$ cat config.mk
export PLATFORM = sky130hd
export DESIGN_NAME = cau_final
export DESIGN_NICKNAME = d
export VERILOG_FILES = /design/src/sv/cau_pkg.sv /design/src/sv/cau_final.sv
export SDC_FILE = /design/constraint.sdc
export NUM_CORES = 1
export LEC_CHECK = 0
export BUFFER_PORTS_ARGS = -buffer_cell sky130_fd_sc_hd__buf_2
export CAP_MARGIN = 25
export CORE_AREA = 2 2 105 107
export CTS_BUF_LIST = sky130_fd_sc_hd__clkbuf_2 sky130_fd_sc_hd__clkbuf_4 sky130_fd_sc_hd__clkbuf_8
export DETAILED_ROUTE_END_ITERATION = 8
export DIE_AREA = 0 0 107 109
export GPL_ROUTABILITY_DRIVEN = 0
export PLACE_DENSITY = 0.88
export SYNTH_ARGS = -nofsm -noshare
export SYNTH_HDL_FRONTEND = slang
export SYNTH_SLANG_ARGS = --single-unit
$ cat constraint.sdc
create_clock -name clk -period 6.45 [get_ports clk]
set_input_delay 1.935 -clock clk [delete_from_list [all_inputs] [get_ports clk]]
set_output_delay 1.935 -clock clk [all_outputs]
set_load 0.05 [all_outputs]
$ cat src/sv/cau_pkg.sv
// shared types and constants for the complex arithmetic unit
package cau_pkg;

  localparam int WIDTH    = 16;
  localparam int FRAC_MAX = WIDTH;
  localparam int MW       = 2 * WIDTH;
  localparam int NW       = MW + FRAC_MAX;

  localparam logic [1:0] FN_ADD = 2'd0;
  localparam logic [1:0] FN_SUB = 2'd1;
  localparam logic [1:0] FN_MUL = 2'd2;
  localparam logic [1:0] FN_DIV = 2'd3;

  typedef struct packed {
    logic [1:0]              func;
    logic signed [WIDTH-1:0] a_re;
    logic signed [WIDTH-1:0] a_im;
    logic signed [WIDTH-1:0] b_re;
    logic signed [WIDTH-1:0] b_im;
  } cau_in_t;

  typedef struct packed {
    logic signed [WIDTH-1:0] res_re;
    logic signed [WIDTH-1:0] res_im;
    logic                    saturated;
    logic                    div_zero;
  } cau_out_t;

  typedef struct packed {
    logic             neg;
    logic             over;
    logic [MW:0]      rem;
    logic [WIDTH-1:0] num;
    logic [WIDTH-1:0] quo;
    logic [MW-1:0]    mag;
  } cau_lane_t;

  typedef struct packed {
    logic [1:0]    func;
    logic          dz;
    logic [MW-1:0] den;
    cau_lane_t     re;
    cau_lane_t     im;
  } cau_work_t;

endpackage

$ cat src/sv/cau_final.sv
// result select, saturation and output register
module cau_final (
  input  logic               clk,
  input  logic               rst_n,
  input  logic               en,
  input  logic               in_valid,
  input  cau_pkg::cau_work_t in_work,
  output logic               out_valid,
  output cau_pkg::cau_out_t  out_data
);
  import cau_pkg::*;

  localparam logic [MW-1:0] LIM_POS = MW'((1 << (WIDTH - 1)) - 1);
  localparam logic [MW-1:0] LIM_NEG = MW'(1 << (WIDTH - 1));

  logic     v_r;
  cau_out_t o_r, o_nxt;
  logic [MW-1:0] q_re, q_im, lim_re, lim_im, fin_re, fin_im;
  logic          sat_re, sat_im, is_div;

  // clip each part to the signed range
  always_comb begin
    is_div = in_work.func == FN_DIV;
    q_re   = is_div ? MW'(in_work.re.quo) : in_work.re.mag;
    q_im   = is_div ? MW'(in_work.im.quo) : in_work.im.mag;
    lim_re = in_work.re.neg ? LIM_NEG : LIM_POS;
    lim_im = in_work.im.neg ? LIM_NEG : LIM_POS;
    sat_re = (is_div && in_work.re.over) || (q_re > lim_re);
    sat_im = (is_div && in_work.im.over) || (q_im > lim_im);
    fin_re = sat_re ? lim_re : q_re;
    fin_im = sat_im ? lim_im : q_im;
    if (in_work.re.neg) fin_re = -fin_re;
    if (in_work.im.neg) fin_im = -fin_im;
    if (in_work.dz) begin
      o_nxt.res_re    = '0;
      o_nxt.res_im    = '0;
      o_nxt.saturated = 1'b0;
      o_nxt.div_zero  = 1'b1;
    end else begin
      o_nxt.res_re    = fin_re[WIDTH-1:0];
      o_nxt.res_im    = fin_im[WIDTH-1:0];
      o_nxt.saturated = sat_re || sat_im;
      o_nxt.div_zero  = 1'b0;
    end
  end

  always_ff @(posedge clk) begin
    if (!rst_n) begin
      v_r <= 1'b0;
    end else if (en) begin
      v_r <= in_valid;
    end
  end

  always_ff @(posedge clk) begin
    if (en) begin
      o_r <= o_nxt;
    end
  end

  assign out_valid = v_r;
  assign out_data  = o_r;

endmodule

### Yosys cells after proc, flatten, opt, wreduce, memory -nomap -nowiden

Index checks and enable logic that the tools add are counted.

* add/subtract/negate cells: 2
* order comparisons: 2
* eq/ne operators: 1
* mux-type cells: 9
* reductions and logical operators: 5

Operators with widths (number)
* 16-bit two-way mux: 6
* 32-bit by 16-bit > comparator with 1-bit output: 2
* 32-bit two-way mux: 2
* 16-bit negation: 2
* 1-bit logical OR: 3
* 2-bit == test (second input constant): 1
* 1-bit logical AND: 2
* 1-bit two-way mux: 1

* register bits: 35
* input bits: 237
* output and inout port bits: 35
* word-level logic and storage cells: 24

### Depth between registers and ports, before layout

* depth after elaboration: 7
* depth in mapped cells: 22

### Worst setup path after synthesis

No wires, ideal clock.

* path type: input to register
* start: in in_work[232] (netlist name)
* end: reg o_r (netlist bit out_data[16]) (data pin)
* setup time: 0.270 ns
* data arrival time: 6.409 ns
* data required time: 6.180 ns
* path slack: -0.229 ns
* stages on the path: 21
* buffers on the path: 6
* cells stage by stage: buf_4 nand2_4 buf_6 buf_2 buf_4 buf_2 mux2_2 ha_1 a21oi_1 o21ai_1 a221o_1 o31a_1 nor2_1 clkbuf_1 a21o_1 ha_1 inv_1 o41a_1 a311o_1 o211ai_1 a21oi_1

* word-level cells in the longest chain between the ends: 7

Ends and longest elaborated chain
* from (decl): RTL line cau_final.sv:7 `input cau_pkg::cau_work_t in_work,`
* 2-bit == test (*): RTL line cau_final.sv:23 `is_div = in_work.func == FN_DIV;`
* 32-bit two-way mux: RTL line cau_final.sv:25 `q_im = is_div ? MW'(in_work.im.quo) : in_work.im.mag;`
* 32-bit by 16-bit > comparator with 1-bit output: RTL line cau_final.sv:29 `sat_im = (is_div && in_work.im.over) || (q_im > lim_im);`
* 1-bit logical OR: RTL line cau_final.sv:29
* 16-bit two-way mux (*): RTL line cau_final.sv:31 `fin_im = sat_im ? lim_im : q_im;`
* 16-bit negation: RTL line cau_final.sv:33 `if (in_work.im.neg) fin_im = -fin_im;`
* 16-bit two-way mux (*): RTL line cau_final.sv:33
* to (signal assigned): RTL line cau_final.sv:57 `o_r <= o_nxt;`
* to (decl): RTL line cau_final.sv:17 `cau_out_t o_r, o_nxt;`

Every way passes the cells marked *; elsewhere a longest branch is shown, timed or not.
A chain may end at the register's enable or synchronous reset.

### Final worst setup path

* start: in in_work[231] (netlist name)
* end: reg o_r (netlist bit out_data[16]) (data pin)

Same word-level chain as after synthesis.

==> out/metrics.csv <==
metric,value,unit
status,"finished, final reports clean",
WL/cell,16.0,um
port bufs,141,
CTS tree,built,
crit-path max FO,21,
Seq pwr share,35.8,%
R2R cell count,2,
ys flop type,edfxtp_1,
largest net degree at the start of global routing,38,
Period minus WS final,5910,ps
Setup TNS,0,ps
worst skew pair latency,280,ps
# diodes,0,
power share of the combinational group,46.0,%
Setup Skew,0,ps
Hold Path Class,flip-flop to flip-flop,
CP Data Required Time,6450,ps
Initial DRC Count,695,
worst setup path start,in_work[231],
grt ovf,0,
Synth cell types,71,
Clock Sinks,35,
DRT antenna net count,0,
PostCTS Resize Cnt,0,
"CP delay by family, top",compound AO/OA/AOI/OAI gates,
synth-to-layout area growth,23.4,%
share of cells above drive strength 1,31.8,%
Worst-path clk slew,60,ps
sw frac,39.7,%
Worst setup EP type,flip-flop,
Finished Layout Cells,718,
"Slew Viols, Final",0,
pwr/cell area,157,mW/mm^2
Die Ht,109,um
"flops & latches, synth",35,
Final period util,91.6,%
"area leader, netlist",edfxtp_1,
cell count after synthesis,439,
yosys warns,0,
Mean Syn Cell Area,9.12,um^2
# Max-Cap Violations,0,
I/O pin cnt,272,
TritonRoute pass-1 iters,6,
H-Tree Depth,2,
WP data arrival,5910,ps
floorplan core area,0.0106,mm^2
vias,4195,
Post-synth EDFFs,34,
full die area,0.0117,mm^2
Vias/cell,5.84,
vias in the first global route,3557,
Syn Nets,710,
Yosys top cell area share,25.5,%
drt total wl,11.5,mm
worst-margin pin slew,770,ps
CP cell instances,"buf_2, nand2_4, mux2i_1, inv_1, ha_1, nand4_1, nor2_1, a221o_1, o31a_1, nor2_2, a21o_1, ha_1, inv_1, o41a_1, a311o_1, o211ai_1, a21oi_1",
Peak Freq,0.169,GHz
Overall Power,776,uW
slew margin rel.,48.7,%
Crit Path Class,primary input to flip-flop,
# Post-CTS Setup Buffers,0,
dpl cells,711,
Die X,107,um
CTS buffer count,5,
crit path capture,out_data[16],
standard-cell row count,38,
hold depth,2,
NetSw,308,uW
Crit. path cell count,17,
Area contributors post-synth,"edfxtp_1, ha_1, mux2i_1",
slowest cell delay on critical path,430,ps
worst vdd ir,0.136,mV
initial antenna violation count,0,
RSZ-0062 raised after global routing,false,
Post-synth ARST share,0,%
final hold violation count,0,
Post-Syn Area,0.00400,mm^2
sequential cell area fraction in the yosys report,26.0,%
Global Route Usage Sum,19.3,%
Post-CTS Hold Buffers,0,
Clock Tree Root,clkbuf_8,
Buf/Inv on CP,3,
initial cell density of the core,37.8,%
nets@finish,849,
Power Internal,467,uW
CP Launch Type,primary input,
clock power share,18.2,%
R2R Setup Slk,5840,ps
Reg-to-Reg End,out_valid,
reg-to-reg startpoint,out_valid,
HPWL after DPL,9.17,mm
leak pwr,2.19,nW
maximum clock insertion buffer count,2,
first-pass GRT wire length,18.1,mm
final setup fails,0,
# DRC,0,
Critical-path top delay cell,mux2i_1,
-- worst min-delay path, cell delays in order, from the launching register on --
cell and delay (ps):
dfxtp_1 320, mux2i_1 70, nor2b_1 110
-- worst min path at each step --
stage	start	to	slack (ps)
after floorplan	out_valid	out_valid	740
after global placement	out_valid	out_valid	500
after detailed placement	out_valid	out_valid	540
after CTS	out_valid	out_valid	550
after global routing	out_valid	out_valid	570
final	out_valid	out_valid	540
-- cell type report --
class                   instances  area (um^2)
clock buffers                   5         68.8
clock inverters                 2         8.76
fillers                      1043         5660
inverters                      26         97.6
multi-input cells             357         2750
flip-flops and latches         35         1040
well taps                     140          175
repair buffers                153          796
-- layer usage --
metal	up-vias	part of all wire (%)	track usage, %
met2	244	42	26.9
li1	2040	-	-
met4	0	1.2	4.64
met1	1890	47	30.4
met3	21	9.8	3.29
met5	-	0	0
-- cell usage in the layout (no fill, tap or decap), types with 8 or more instances in the layout --
cell,count
nor2_1,25
mux2i_1,28
mux2_2,12
buf_4,12
nand4_1,14
nand3_1,13
a211oi_1,8
nor3_1,12
o21ai_0,9
buf_2,141
edfxtp_1,34
nor4_1,16
inv_1,23
ha_1,34
a21o_1,9
nand2_1,24
o31ai_1,12
a21oi_1,24
-- registers in the layout, indices dropped and copies added, names as in the netlist --
name	count
out_valid	1
out_data	34
-- stage by stage --
stage | util (%) | instance area (um^2) | hold WS (ps) | setup WS [ps]
finish | 46.6 | 4940 | 541 | 542
floorplan | - | 4010 | 743 | 45.7
detailed placement | 45.8 | 4860 | 536 | 324
CTS | 46.6 | 4940 | 551 | 599
global route | 46.6 | 4940 | 567 | 323
global placement | 45.8 | 4860 | 502 | 346
-- power by group through the flow --
stage / Clock, mW / Combinational (mW) / Sequential, mW
after global placement: 0 / 0.345 / 0.283
after floorplan: 0 / 0.167 / 0.356
after global routing: 0.158 / 0.388 / 0.280
after detailed placement: 0 / 0.351 / 0.283
after CTS: 0.145 / 0.352 / 0.278
final: 0.141 / 0.357 / 0.278
-- Yosys cell counts, drive strengths merged, types with 7 or more instances --
cell type and instances:
a21oi 24, a21o 9, mux2i 32, mux2 12
a31oi 7, a221oi 7, ha 34, inv 25
o21ai 13, nand3 13, nor3 12, nor4 17
o31ai 12, a211oi 8, clkbuf 11, nor2 26
edfxtp 34, nand2 25, buf 10, nand4 15
-- cells by family (layout without fill, tap and decap cells) --
group	count (synthesis)	count (layout)	synth area share [%]
simple gates	137	137	19.2
compound gates	136	136	25.3
fa+ha+maj	34	34	10.6
mux	44	44	12.2
xor+xnor	6	6	1.31
buf+inv	47	186	5.31
flops	35	35	26.0
Note: power is estimated with default switching activity, not from simulation.
