File: config.mk
export PLATFORM = sky130hd
export DESIGN_NAME = cau_div_step
export DESIGN_NICKNAME = d
export VERILOG_FILES = /design/src/sv/cau_pkg.sv /design/src/sv/cau_div_step.sv
export SDC_FILE = /design/constraint.sdc
export NUM_CORES = 1
export LEC_CHECK = 0
export BUFFER_PORTS_ARGS = -buffer_cell sky130_fd_sc_hd__buf_4
export CELL_PAD_IN_SITES_DETAIL_PLACEMENT = 0
export CELL_PAD_IN_SITES_GLOBAL_PLACEMENT = 1
export CORE_UTILIZATION = 31
export CTS_BUF_LIST = sky130_fd_sc_hd__clkbuf_4 sky130_fd_sc_hd__clkbuf_8 sky130_fd_sc_hd__clkbuf_16
export DETAILED_ROUTE_END_ITERATION = 12
export PLACE_DENSITY_LB_ADDON = 0.05
export SLEW_MARGIN = 40
export SYNTH_ARGS = -nofsm -noshare
export SYNTH_HDL_FRONTEND = slang
export SYNTH_SLANG_ARGS = --single-unit
File: constraint.sdc
create_clock -name clk -period 2.6 [get_ports clk]
set_input_delay 0.13 -clock clk [delete_from_list [all_inputs] [get_ports clk]]
set_output_delay 0.13 -clock clk [all_outputs]
set_load 0.005 [all_outputs]
File: src/sv/cau_pkg.sv
// shared types and constants for the complex arithmetic unit
package cau_pkg;

  localparam int WIDTH    = 16;
  localparam int FRAC_MAX = WIDTH;
  localparam int MW       = 2 * WIDTH;
  localparam int NW       = MW + FRAC_MAX;

  localparam logic [1:0] FN_ADD = 2'd0;
  localparam logic [1:0] FN_SUB = 2'd1;
  localparam logic [1:0] FN_MUL = 2'd2;
  localparam logic [1:0] FN_DIV = 2'd3;

  typedef struct packed {
    logic [1:0]              func;
    logic signed [WIDTH-1:0] a_re;
    logic signed [WIDTH-1:0] a_im;
    logic signed [WIDTH-1:0] b_re;
    logic signed [WIDTH-1:0] b_im;
  } cau_in_t;

  typedef struct packed {
    logic signed [WIDTH-1:0] res_re;
    logic signed [WIDTH-1:0] res_im;
    logic                    saturated;
    logic                    div_zero;
  } cau_out_t;

  typedef struct packed {
    logic             neg;
    logic             over;
    logic [MW:0]      rem;
    logic [WIDTH-1:0] num;
    logic [WIDTH-1:0] quo;
    logic [MW-1:0]    mag;
  } cau_lane_t;

  typedef struct packed {
    logic [1:0]    func;
    logic          dz;
    logic [MW-1:0] den;
    cau_lane_t     re;
    cau_lane_t     im;
  } cau_work_t;

endpackage

File: src/sv/cau_div_step.sv
// one restoring division step for both parts, registered
module cau_div_step (
  input  logic               clk,
  input  logic               rst_n,
  input  logic               en,
  input  logic               in_valid,
  input  cau_pkg::cau_work_t in_work,
  output logic               out_valid,
  output cau_pkg::cau_work_t out_work
);
  import cau_pkg::*;

  logic      v_r;
  cau_work_t w_r, w_nxt;
  logic [MW:0] r2_re, r2_im;
  logic        ge_re, ge_im;

  // shift in the next numerator bit and try a subtract
  always_comb begin
    w_nxt  = in_work;
    r2_re  = {in_work.re.rem[MW-1:0], in_work.re.num[WIDTH-1]};
    r2_im  = {in_work.im.rem[MW-1:0], in_work.im.num[WIDTH-1]};
    ge_re  = r2_re >= {1'b0, in_work.den};
    ge_im  = r2_im >= {1'b0, in_work.den};
    w_nxt.re.rem = ge_re ? r2_re - {1'b0, in_work.den} : r2_re;
    w_nxt.im.rem = ge_im ? r2_im - {1'b0, in_work.den} : r2_im;
    w_nxt.re.num = {in_work.re.num[WIDTH-2:0], 1'b0};
    w_nxt.im.num = {in_work.im.num[WIDTH-2:0], 1'b0};
    w_nxt.re.quo = {in_work.re.quo[WIDTH-2:0], ge_re};
    w_nxt.im.quo = {in_work.im.quo[WIDTH-2:0], ge_im};
  end

  always_ff @(posedge clk) begin
    if (!rst_n) begin
      v_r <= 1'b0;
    end else if (en) begin
      v_r <= in_valid;
    end
  end

  always_ff @(posedge clk) begin
    if (en) begin
      w_r <= w_nxt;
    end
  end

  assign out_valid = v_r;
  assign out_work  = w_r;

endmodule

# --- Yosys cells after proc, flatten, opt, wreduce, memory -nomap -nowiden ---
# Index checks and enable logic that the tools add are counted.
# W data, S select, Z words.
op_classes:
  add_sub_neg: 2
  magnitude_cmp: 2
  n_mux: 2
ops:
  columns: ["op", "n"]
  rows:
  - ["$ge A33 B32 Y1", 2]
  - ["$mux W33", 2]
  - ["$sub A33 B32 Y33", 2]
word_totals:
  regBits: 232
  out_inout_bits: 234
  word_cells: 22

# --- Longest topological paths before layout ---
# Gate-level depths: netlist (run 1).
logic_depth:
  word_depth: 2
  depth_mapped: 14
  mapped_depth_nobuf: 12

# --- Worst setup path before layout (run 1) ---
# Ideal clock, no wire load.
synth_path:
  kind: "in2reg"
  from: "in in_work[199] (netlist bit)"
  to: "reg w_r (netlist bit out_work[166]) (data pin)"
  setup_time_ns: 0.260
  t_arrival_ns: 2.522
  setup_slack_ns: -0.182
  path_stages: 13
  n_path_buf: 1
  cell_sequence: "inv_1 ha_1 nor2b_1 o2111ai_1 a21oi_2 o21ai_2 a2111oi_4 nor3_2 o41a_1 o21a_4 clkinv_4 buf_12 mux2_4"
synth_lines:
  columns: ["item", "line_no", "source"]
  rows:
  - ["start, declared", "cau_div_step.sv:7", "input cau_pkg::cau_work_t in_work,"]
  - ["end signal, assigned", "cau_div_step.sv:43", "w_r <= w_nxt;"]
  - ["end, declared", "cau_div_step.sv:14", "cau_work_t w_r, w_nxt;"]

==> results of run 1 <==
==> metal layers <==
metal	track usage [%]	up-vias	routed length, um
li1	-	5186	-
met1	25.35	4958	17190
met2	39.91	292	22210
met3	4.831	72	2398
met4	8.362	0	1798
met5	0	-	0
==> path summary, 6_finish.rpt <==
path	endpoint	slack, ns	startpoint
setup reg to reg	out_valid	1.44	out_valid
setup / recovery	out_work[165]	0.08	in_work[208]
hold reg to reg	out_valid	1.07	out_valid
hold / removal	out_work[163]	0.04	in_work[162]
==> synth_stat cells (all sizes together), types with 2 or more instances <==
cell | instances | area share (%)
o211ai | 6 | 0.39
o21ai | 63 | 2.7
a21oi | 63 | 2.8
o2111ai | 2 | 0.15
nor4 | 2 | 0.11
o21bai | 6 | 0.39
nor3b | 2 | 0.13
nand2b | 16 | 0.86
xor2 | 17 | 1.3
ha | 64 | 6.9
and3 | 4 | 0.21
nor3 | 15 | 0.69
a211oi | 5 | 0.32
nand3 | 10 | 0.43
fa | 2 | 0.34
a21boi | 4 | 0.29
mux2i | 4 | 0.34
a32oi | 2 | 0.15
clkbuf | 15 | 0.48
xnor2 | 35 | 2.6
o311ai | 2 | 0.15
edfxtp | 231 | 60
a31o | 3 | 0.23
mux2 | 33 | 4.1
o31ai | 5 | 0.37
o41a | 3 | 0.29
a21o | 33 | 2.1
inv | 50 | 1.6
buf | 15 | 1.1
a211o | 5 | 0.38
nand3b | 2 | 0.13
and4 | 3 | 0.23
a31oi | 6 | 0.32
a2111oi | 2 | 0.31
o21a | 8 | 0.58
or3 | 3 | 0.16
nor2b | 12 | 0.64
o221ai | 3 | 0.23
nand4 | 16 | 0.86
nand2 | 71 | 2.3
a41oi | 3 | 0.23
or2 | 5 | 0.27
nor2 | 29 | 0.94
==> metrics by stage <==
| stage | setup TNS (ns) | total power, mW |
|---|---|---|
| 6_report | 0 | 12.11 |
| 5_1_grt | -0.005963 | 12.64 |
| 4_1_cts | 0 | 12.23 |
| 3_5_place_dp | -33.21 | 7.569 |
| 3_3_place_gp | -30.10 | 7.558 |
| 2_1_floorplan | -2.965 | 5.898 |
==> power breakdown <==
| part | internal [mW] | total [mW] | leakage (nW) | switching, mW |
|---|---|---|---|---|
| Sequential | 4.58 | 4.69 | 2.27 | 0.112 |
| Clock | 2.69 | 4.28 | 0.501 | 1.59 |
| Combinational | 1.82 | 3.13 | 6.44 | 1.32 |
| Total | 9.09 | 12.1 | 9.21 | 3.02 |
==> sequential cells by signal, summed over array words and instances, names as in the netlist <==
signal	flops
out_valid	1
out_work	231
==> final cells by class <==
cell class	count	area (um2)
fillers	3191	16010
repair buffers	903	7473
flip-flops and latches	232	6957
multi-input cells	582	4517
clock buffers	38	775.7
well taps	468	585.6
clock inverters	13	235.2
inverters	51	224.0
diodes	2	5.005
==> logic make-up (layout without fill, tap and decap cells) <==
kind of cell	count (synthesis)	after routing	share of synthesized area, %
compound gates	231	231	13.10
xor+xnor	52	52	3.912
fa+ha+maj	66	66	7.223
buf+inv	81	1005	3.300
flops	232	232	59.76
mux	37	37	4.439
other cells	1	4	0.03221
simple gates	194	194	8.233
==> placed cells by master (no fill, tap or decap), types with 4 or more instances in the layout <==
master / n
buf_4: 662
edfxtp_1: 231
dlygate4sd3_1: 230
nand2_1: 71
o21ai_0: 59
a21oi_1: 58
ha_1: 53
inv_1: 47
xnor2_1: 35
a21o_1: 33
mux2_4: 31
clkbuf_16: 29
nor2_1: 28
xor2_1: 17
nand2b_1: 16
nand4_1: 16
nor3_1: 13
nor2b_1: 11
nand3_1: 10
ha_4: 10
clkbuf_4: 10
o21a_1: 7
a31oi_1: 6
o21bai_1: 6
o211ai_1: 6
bufinv_16: 6
a211o_1: 5
a21oi_2: 5
buf_12: 5
mux2i_1: 4
a211oi_1: 4
clkinv_1: 4
==> worst max-delay path, stage by stage <==
cell and delay [ns]:
buf_4 0.08, inv_1 0.06, buf_4 0.14, ha_4 0.27, a21oi_1 0.06, nor2_1 0.08, a211oi_1 0.07, o21a_1 0.23
a2111oi_4 0.47, nor3_4 0.09, o41a_1 0.36, o21a_4 0.24, clkinv_8 0.09, buf_12 0.14, mux2_2 0.33
==> timing repair <==
item | in CTS | in global routing
hold buffers | 230 | 0
gates resized for setup | 5 | 16
pin swaps | 6 | 8
cloned | 1 | 1
endpoints found under the setup margin | 7 | 20
endpoints found under the hold margin | 258 | 0
buffers inserted | 1 | 4
==> impl_metrics.env, run 1 <==
export IMPL_worst_ep_arrival_time_ns=2.84
export IMPL_antenna_found_initial=2
export IMPL_fin_crit_sh_pct=96.85
export IMPL_synthArstFlopShare_pct=0
export IMPL_cts_root_buf="clkbuf_16"
export IMPL_ir_drop_mv=0.4807
export IMPL_finalWorstSetupSlack_ns=0.08198
export IMPL_grt_total_usage_pct=22.06
export IMPL_grt_pass1_vias=11040
export IMPL_placed_area_um2=17260
export IMPL_routedWlPerCell_um=19.05
export IMPL_die_y_um=195.8
export IMPL_vias=10510
export IMPL_timing_hold_ws_ns=0.04453
export IMPL_ys_seq_elements=232
export IMPL_drt_iter0_markers=421
export IMPL_synth_main_ff_cell="edfxtp_1"
export IMPL_avgSynthCellArea_um2=13.02
export IMPL_drtPass1Iterations=4
export IMPL_io_buffers=464
export IMPL_place_inst=1999
export IMPL_grt_max_degree=65
export IMPL_synth_enable_flop_cells=231
export IMPL_hold_viol=0
export IMPL_syn_area_um2=11640
export IMPL_maxSlewViolCount=0
export IMPL_clock_latency_ns=0.55
export IMPL_routed_wl_um=43600
export IMPL_dp_final_hpwl_um=32940
export IMPL_postSynthCellCount=894
export IMPL_grt_pass1_wl_um=63910
export IMPL_syn_to_final_growth_pct=78.44
export IMPL_max_freq_mhz=397.1
export IMPL_finalNonFillerCells=2289
export IMPL_finalSetupViolations=0
export IMPL_critical_path_class="input pin to flop"
export IMPL_finalClockSkew_ns=0
export IMPL_end_kind="flop"
export IMPL_drc_errors=0
export IMPL_ys_warn_count=0
export IMPL_powerDensity_nw_per_um2=582.8
export IMPL_path_clk_slew_ns=0.06
export IMPL_cp_max_fo=8
export IMPL_htree_levels=1
export IMPL_postLayoutCellArea_um2=20770
export IMPL_start_util_pct=31.65
export IMPL_required_ns=2.92
export IMPL_whs_path_depth=4
export IMPL_clockBufferDepth=3
export IMPL_drv_cap=0
export IMPL_drive_gt1_share_pct=43.76
export IMPL_utilization_pct=56.47
export IMPL_ant_nets=0
export IMPL_synth_cell_type_count=75
export IMPL_grt_ovfl_total=0
export IMPL_vias_per_cell=4.591
export IMPL_cp_start_kind="input pin"
export IMPL_min_period_ns=2.518
export IMPL_cts_sinks=232
export IMPL_numCtsBuffers=28
export IMPL_ioPinCount=471
export IMPL_pre_cts_slack_ns=-0.6422
export IMPL_die_w_um=195.8
export IMPL_num_rows=70
export IMPL_final_nets=2101
export IMPL_rr_worst_depth=3
export IMPL_coreArea_um2=36790
export IMPL_ys_seq_area_share_pct=59.76
export IMPL_hold_path_class="input pin to flop"
export IMPL_status="finished clean"
export IMPL_p_leak_nw=9.211
export IMPL_cts_tree="done"
export IMPL_dieArea_um2=38330
export IMPL_gp_congestion=0.8106
Note: power is estimated with default switching activity, not from simulation.
==> run 2, diff against run 1 <==
- CAP_MARGIN: not set -> 25
- clock period: 2.6 -> 3.1 ns (I/O delays scaled with it)
==> impl_metrics.env, run 2 (synthesis gave the netlist of run 1 again) <==
export IMPL_status="finished clean"
export IMPL_powerDensity_nw_per_um2=487.3
export IMPL_reg2reg_to="out_valid"
export IMPL_fin_crit_sh_pct=97.38
export IMPL_vias=10180
export IMPL_clock_latency_ns=0.54
export IMPL_coreArea_um2=36790
export IMPL_antenna_found_initial=4
export IMPL_hold_viol=0
export IMPL_syn_to_final_growth_pct=70.43
export IMPL_cp_start_kind="input pin"
export IMPL_rr_worst_depth=3
export IMPL_maxSlewViolCount=0
export IMPL_largest_register_ffs=231
export IMPL_clockBufferDepth=3
export IMPL_start_util_pct=31.65
export IMPL_p_seq_share_pct=40.7
export IMPL_ant_nets=0
export IMPL_fin_tns_setup_ns=0
export IMPL_nFillCells=3213
export IMPL_gp_congestion=0.8135
export IMPL_utilization_pct=53.94
export IMPL_routedWlPerCell_um=19.59
export IMPL_worst_ep_arrival_time_ns=3.31
export IMPL_cp_max_fo=9
export IMPL_grt_total_usage_pct=21.27
export IMPL_p_leak_nw=8.618
export IMPL_final_cell_mix="buf_4, edfxtp_1, dlygate4sd3_1"
export IMPL_cts_sinks=232
export IMPL_drtPass1Iterations=5
export IMPL_path_clk_slew_ns=0.06
export IMPL_dp_final_hpwl_um=32210
export IMPL_swShare_pct=25.52
export IMPL_finalSetupViolations=0
export IMPL_p_total_mw=9.668
export IMPL_cp_startpoint="in_work[172]"
export IMPL_r2r_start="out_valid"
export IMPL_drv_cap=0
export IMPL_vias_per_cell=4.680
export IMPL_power_internal_mw=7.200
export IMPL_htree_levels=1
export IMPL_grt_pass1_wl_um=61890
export IMPL_drc_errors=0
export IMPL_drt_iter0_markers=398
export IMPL_layout_commonest_cell="buf_4"
export IMPL_cts_root_buf="clkbuf_16"
export IMPL_hold_path_class="input pin to flop"
export IMPL_die_w_um=195.8
export IMPL_numCtsBuffers=27
export IMPL_dieArea_um2=38330
export IMPL_critical_path_class="input pin to flop"
export IMPL_rsz0062_at_grt="yes"
export IMPL_clkPwrFrac_pct=33.7
export IMPL_num_rows=70
export IMPL_max_freq_mhz=331.3
export IMPL_end_kind="flop"
export IMPL_die_y_um=195.8
export IMPL_min_period_ns=3.019
export IMPL_ioPinCount=471
export IMPL_grt_max_degree=81
export IMPL_routed_wl_um=42620
export IMPL_grt_ovfl_total=0
export IMPL_drive_gt1_share_pct=39.91
export IMPL_cts_tree="done"
export IMPL_io_buffers=464
export IMPL_p_switching_mw=2.468
export IMPL_grt_pass1_vias=10420
export IMPL_reg2reg_slack_ns=1.92
export IMPL_ir_drop_mv=0.4189
export IMPL_final_nets=1987
export IMPL_comb_power_share_pct=25.5
export IMPL_critPathCapture="out_work[165]"
export IMPL_required_ns=3.39
export IMPL_finalClockSkew_ns=0
[run 2: changes by cell type in the layout (fill, tap and decap cells not counted), sizes merged]
cell          before  now
buf              672  558
clkinv             8   12
inv               50   49
clkbuf            39   34
bufinv             6    4
dlygate4sd3      230  228
diode              2    3
dlymetal6s4s       0    2
clkinvlp           0    3
[run 2: per-layer routing]
| metal | wire (um) | global-route usage, % | part of all wire, % |
|---|---|---|---|
| met5 | 13 | 0 | 0.031 |
| met4 | 1597 | 8.275 | 3.7 |
| met3 | 2483 | 4.349 | 5.8 |
| met2 | 21600 | 38.44 | 51 |
| met1 | 16920 | 24.59 | 40 |
[run 2: metrics by stage]
step	cell area (um2)	instances	hold WS [ns]	setup slack (ns)
2_1_floorplan	11640	895	0.2539	0.2927
3_3_place_gp	16290	1888	0.3331	-0.05535
3_5_place_dp	16290	1888	0.3343	-0.09054
4_1_cts	19480	2165	0.01685	0.01680
5_1_grt	19840	2174	0.03162	-0.03950
6_report	19840	2175	0.03513	0.08118
[run 2: critical path, cell delays in order]
cell and delay, ns:
dlygate4sd3_1 0.55, buf_4 0.14, ha_1 0.31, a21oi_1 0.08, nor2_1 0.09, a211oi_1 0.07
o21a_1 0.23, a2111oi_4 0.37, nor3_2 0.08, o41a_1 0.41, o21a_4 0.26, clkinv_8 0.08
buf_12 0.14, mux2_2 0.33
[run 2: how the worst min path moves through the flow]
stage	start	end	slack, ns	cells after the start
final	en	out_work[91]	0.04	1
after global routing	en	out_work[91]	0.03	1
after CTS	en	out_work[91]	0.02	1
after detailed placement	in_work[45]	out_work[46]	0.33	1
after global placement	in_work[13]	out_work[13]	0.33	1
after floorplan	in_work[0]	out_work[0]	0.25	0
[run 2: timing repair]
item,4_1_cts,5_1_grt
hold buffers,228,2
endpoints found under the hold margin,227,2
gates resized for setup,0,50
setup endpoints to repair,0,59
buffers inserted,0,5
[run 2: cell type report]
class	count	area, um2	area share (%)
tap	468	585.6	2.951
sequential	232	6957	35.06
clock buffer	32	713.2	3.595
antenna	3	7.507	0.03784
inverter	51	211.5	1.066
timing repair buffer	790	6644	33.49
clock inverter	17	187.7	0.9460
multi-input combinational	582	4534	22.85
[run 2: power groups by stage]
stage	sequential [mW]	clock, mW	combinational [mW]
5_1_grt	3.97	3.45	2.66
2_1_floorplan	4.03	0	0.881
3_5_place_dp	4.00	0	2.15
6_report	3.94	3.26	2.47
3_3_place_gp	4.00	0	2.14
4_1_cts	3.94	3.36	2.41
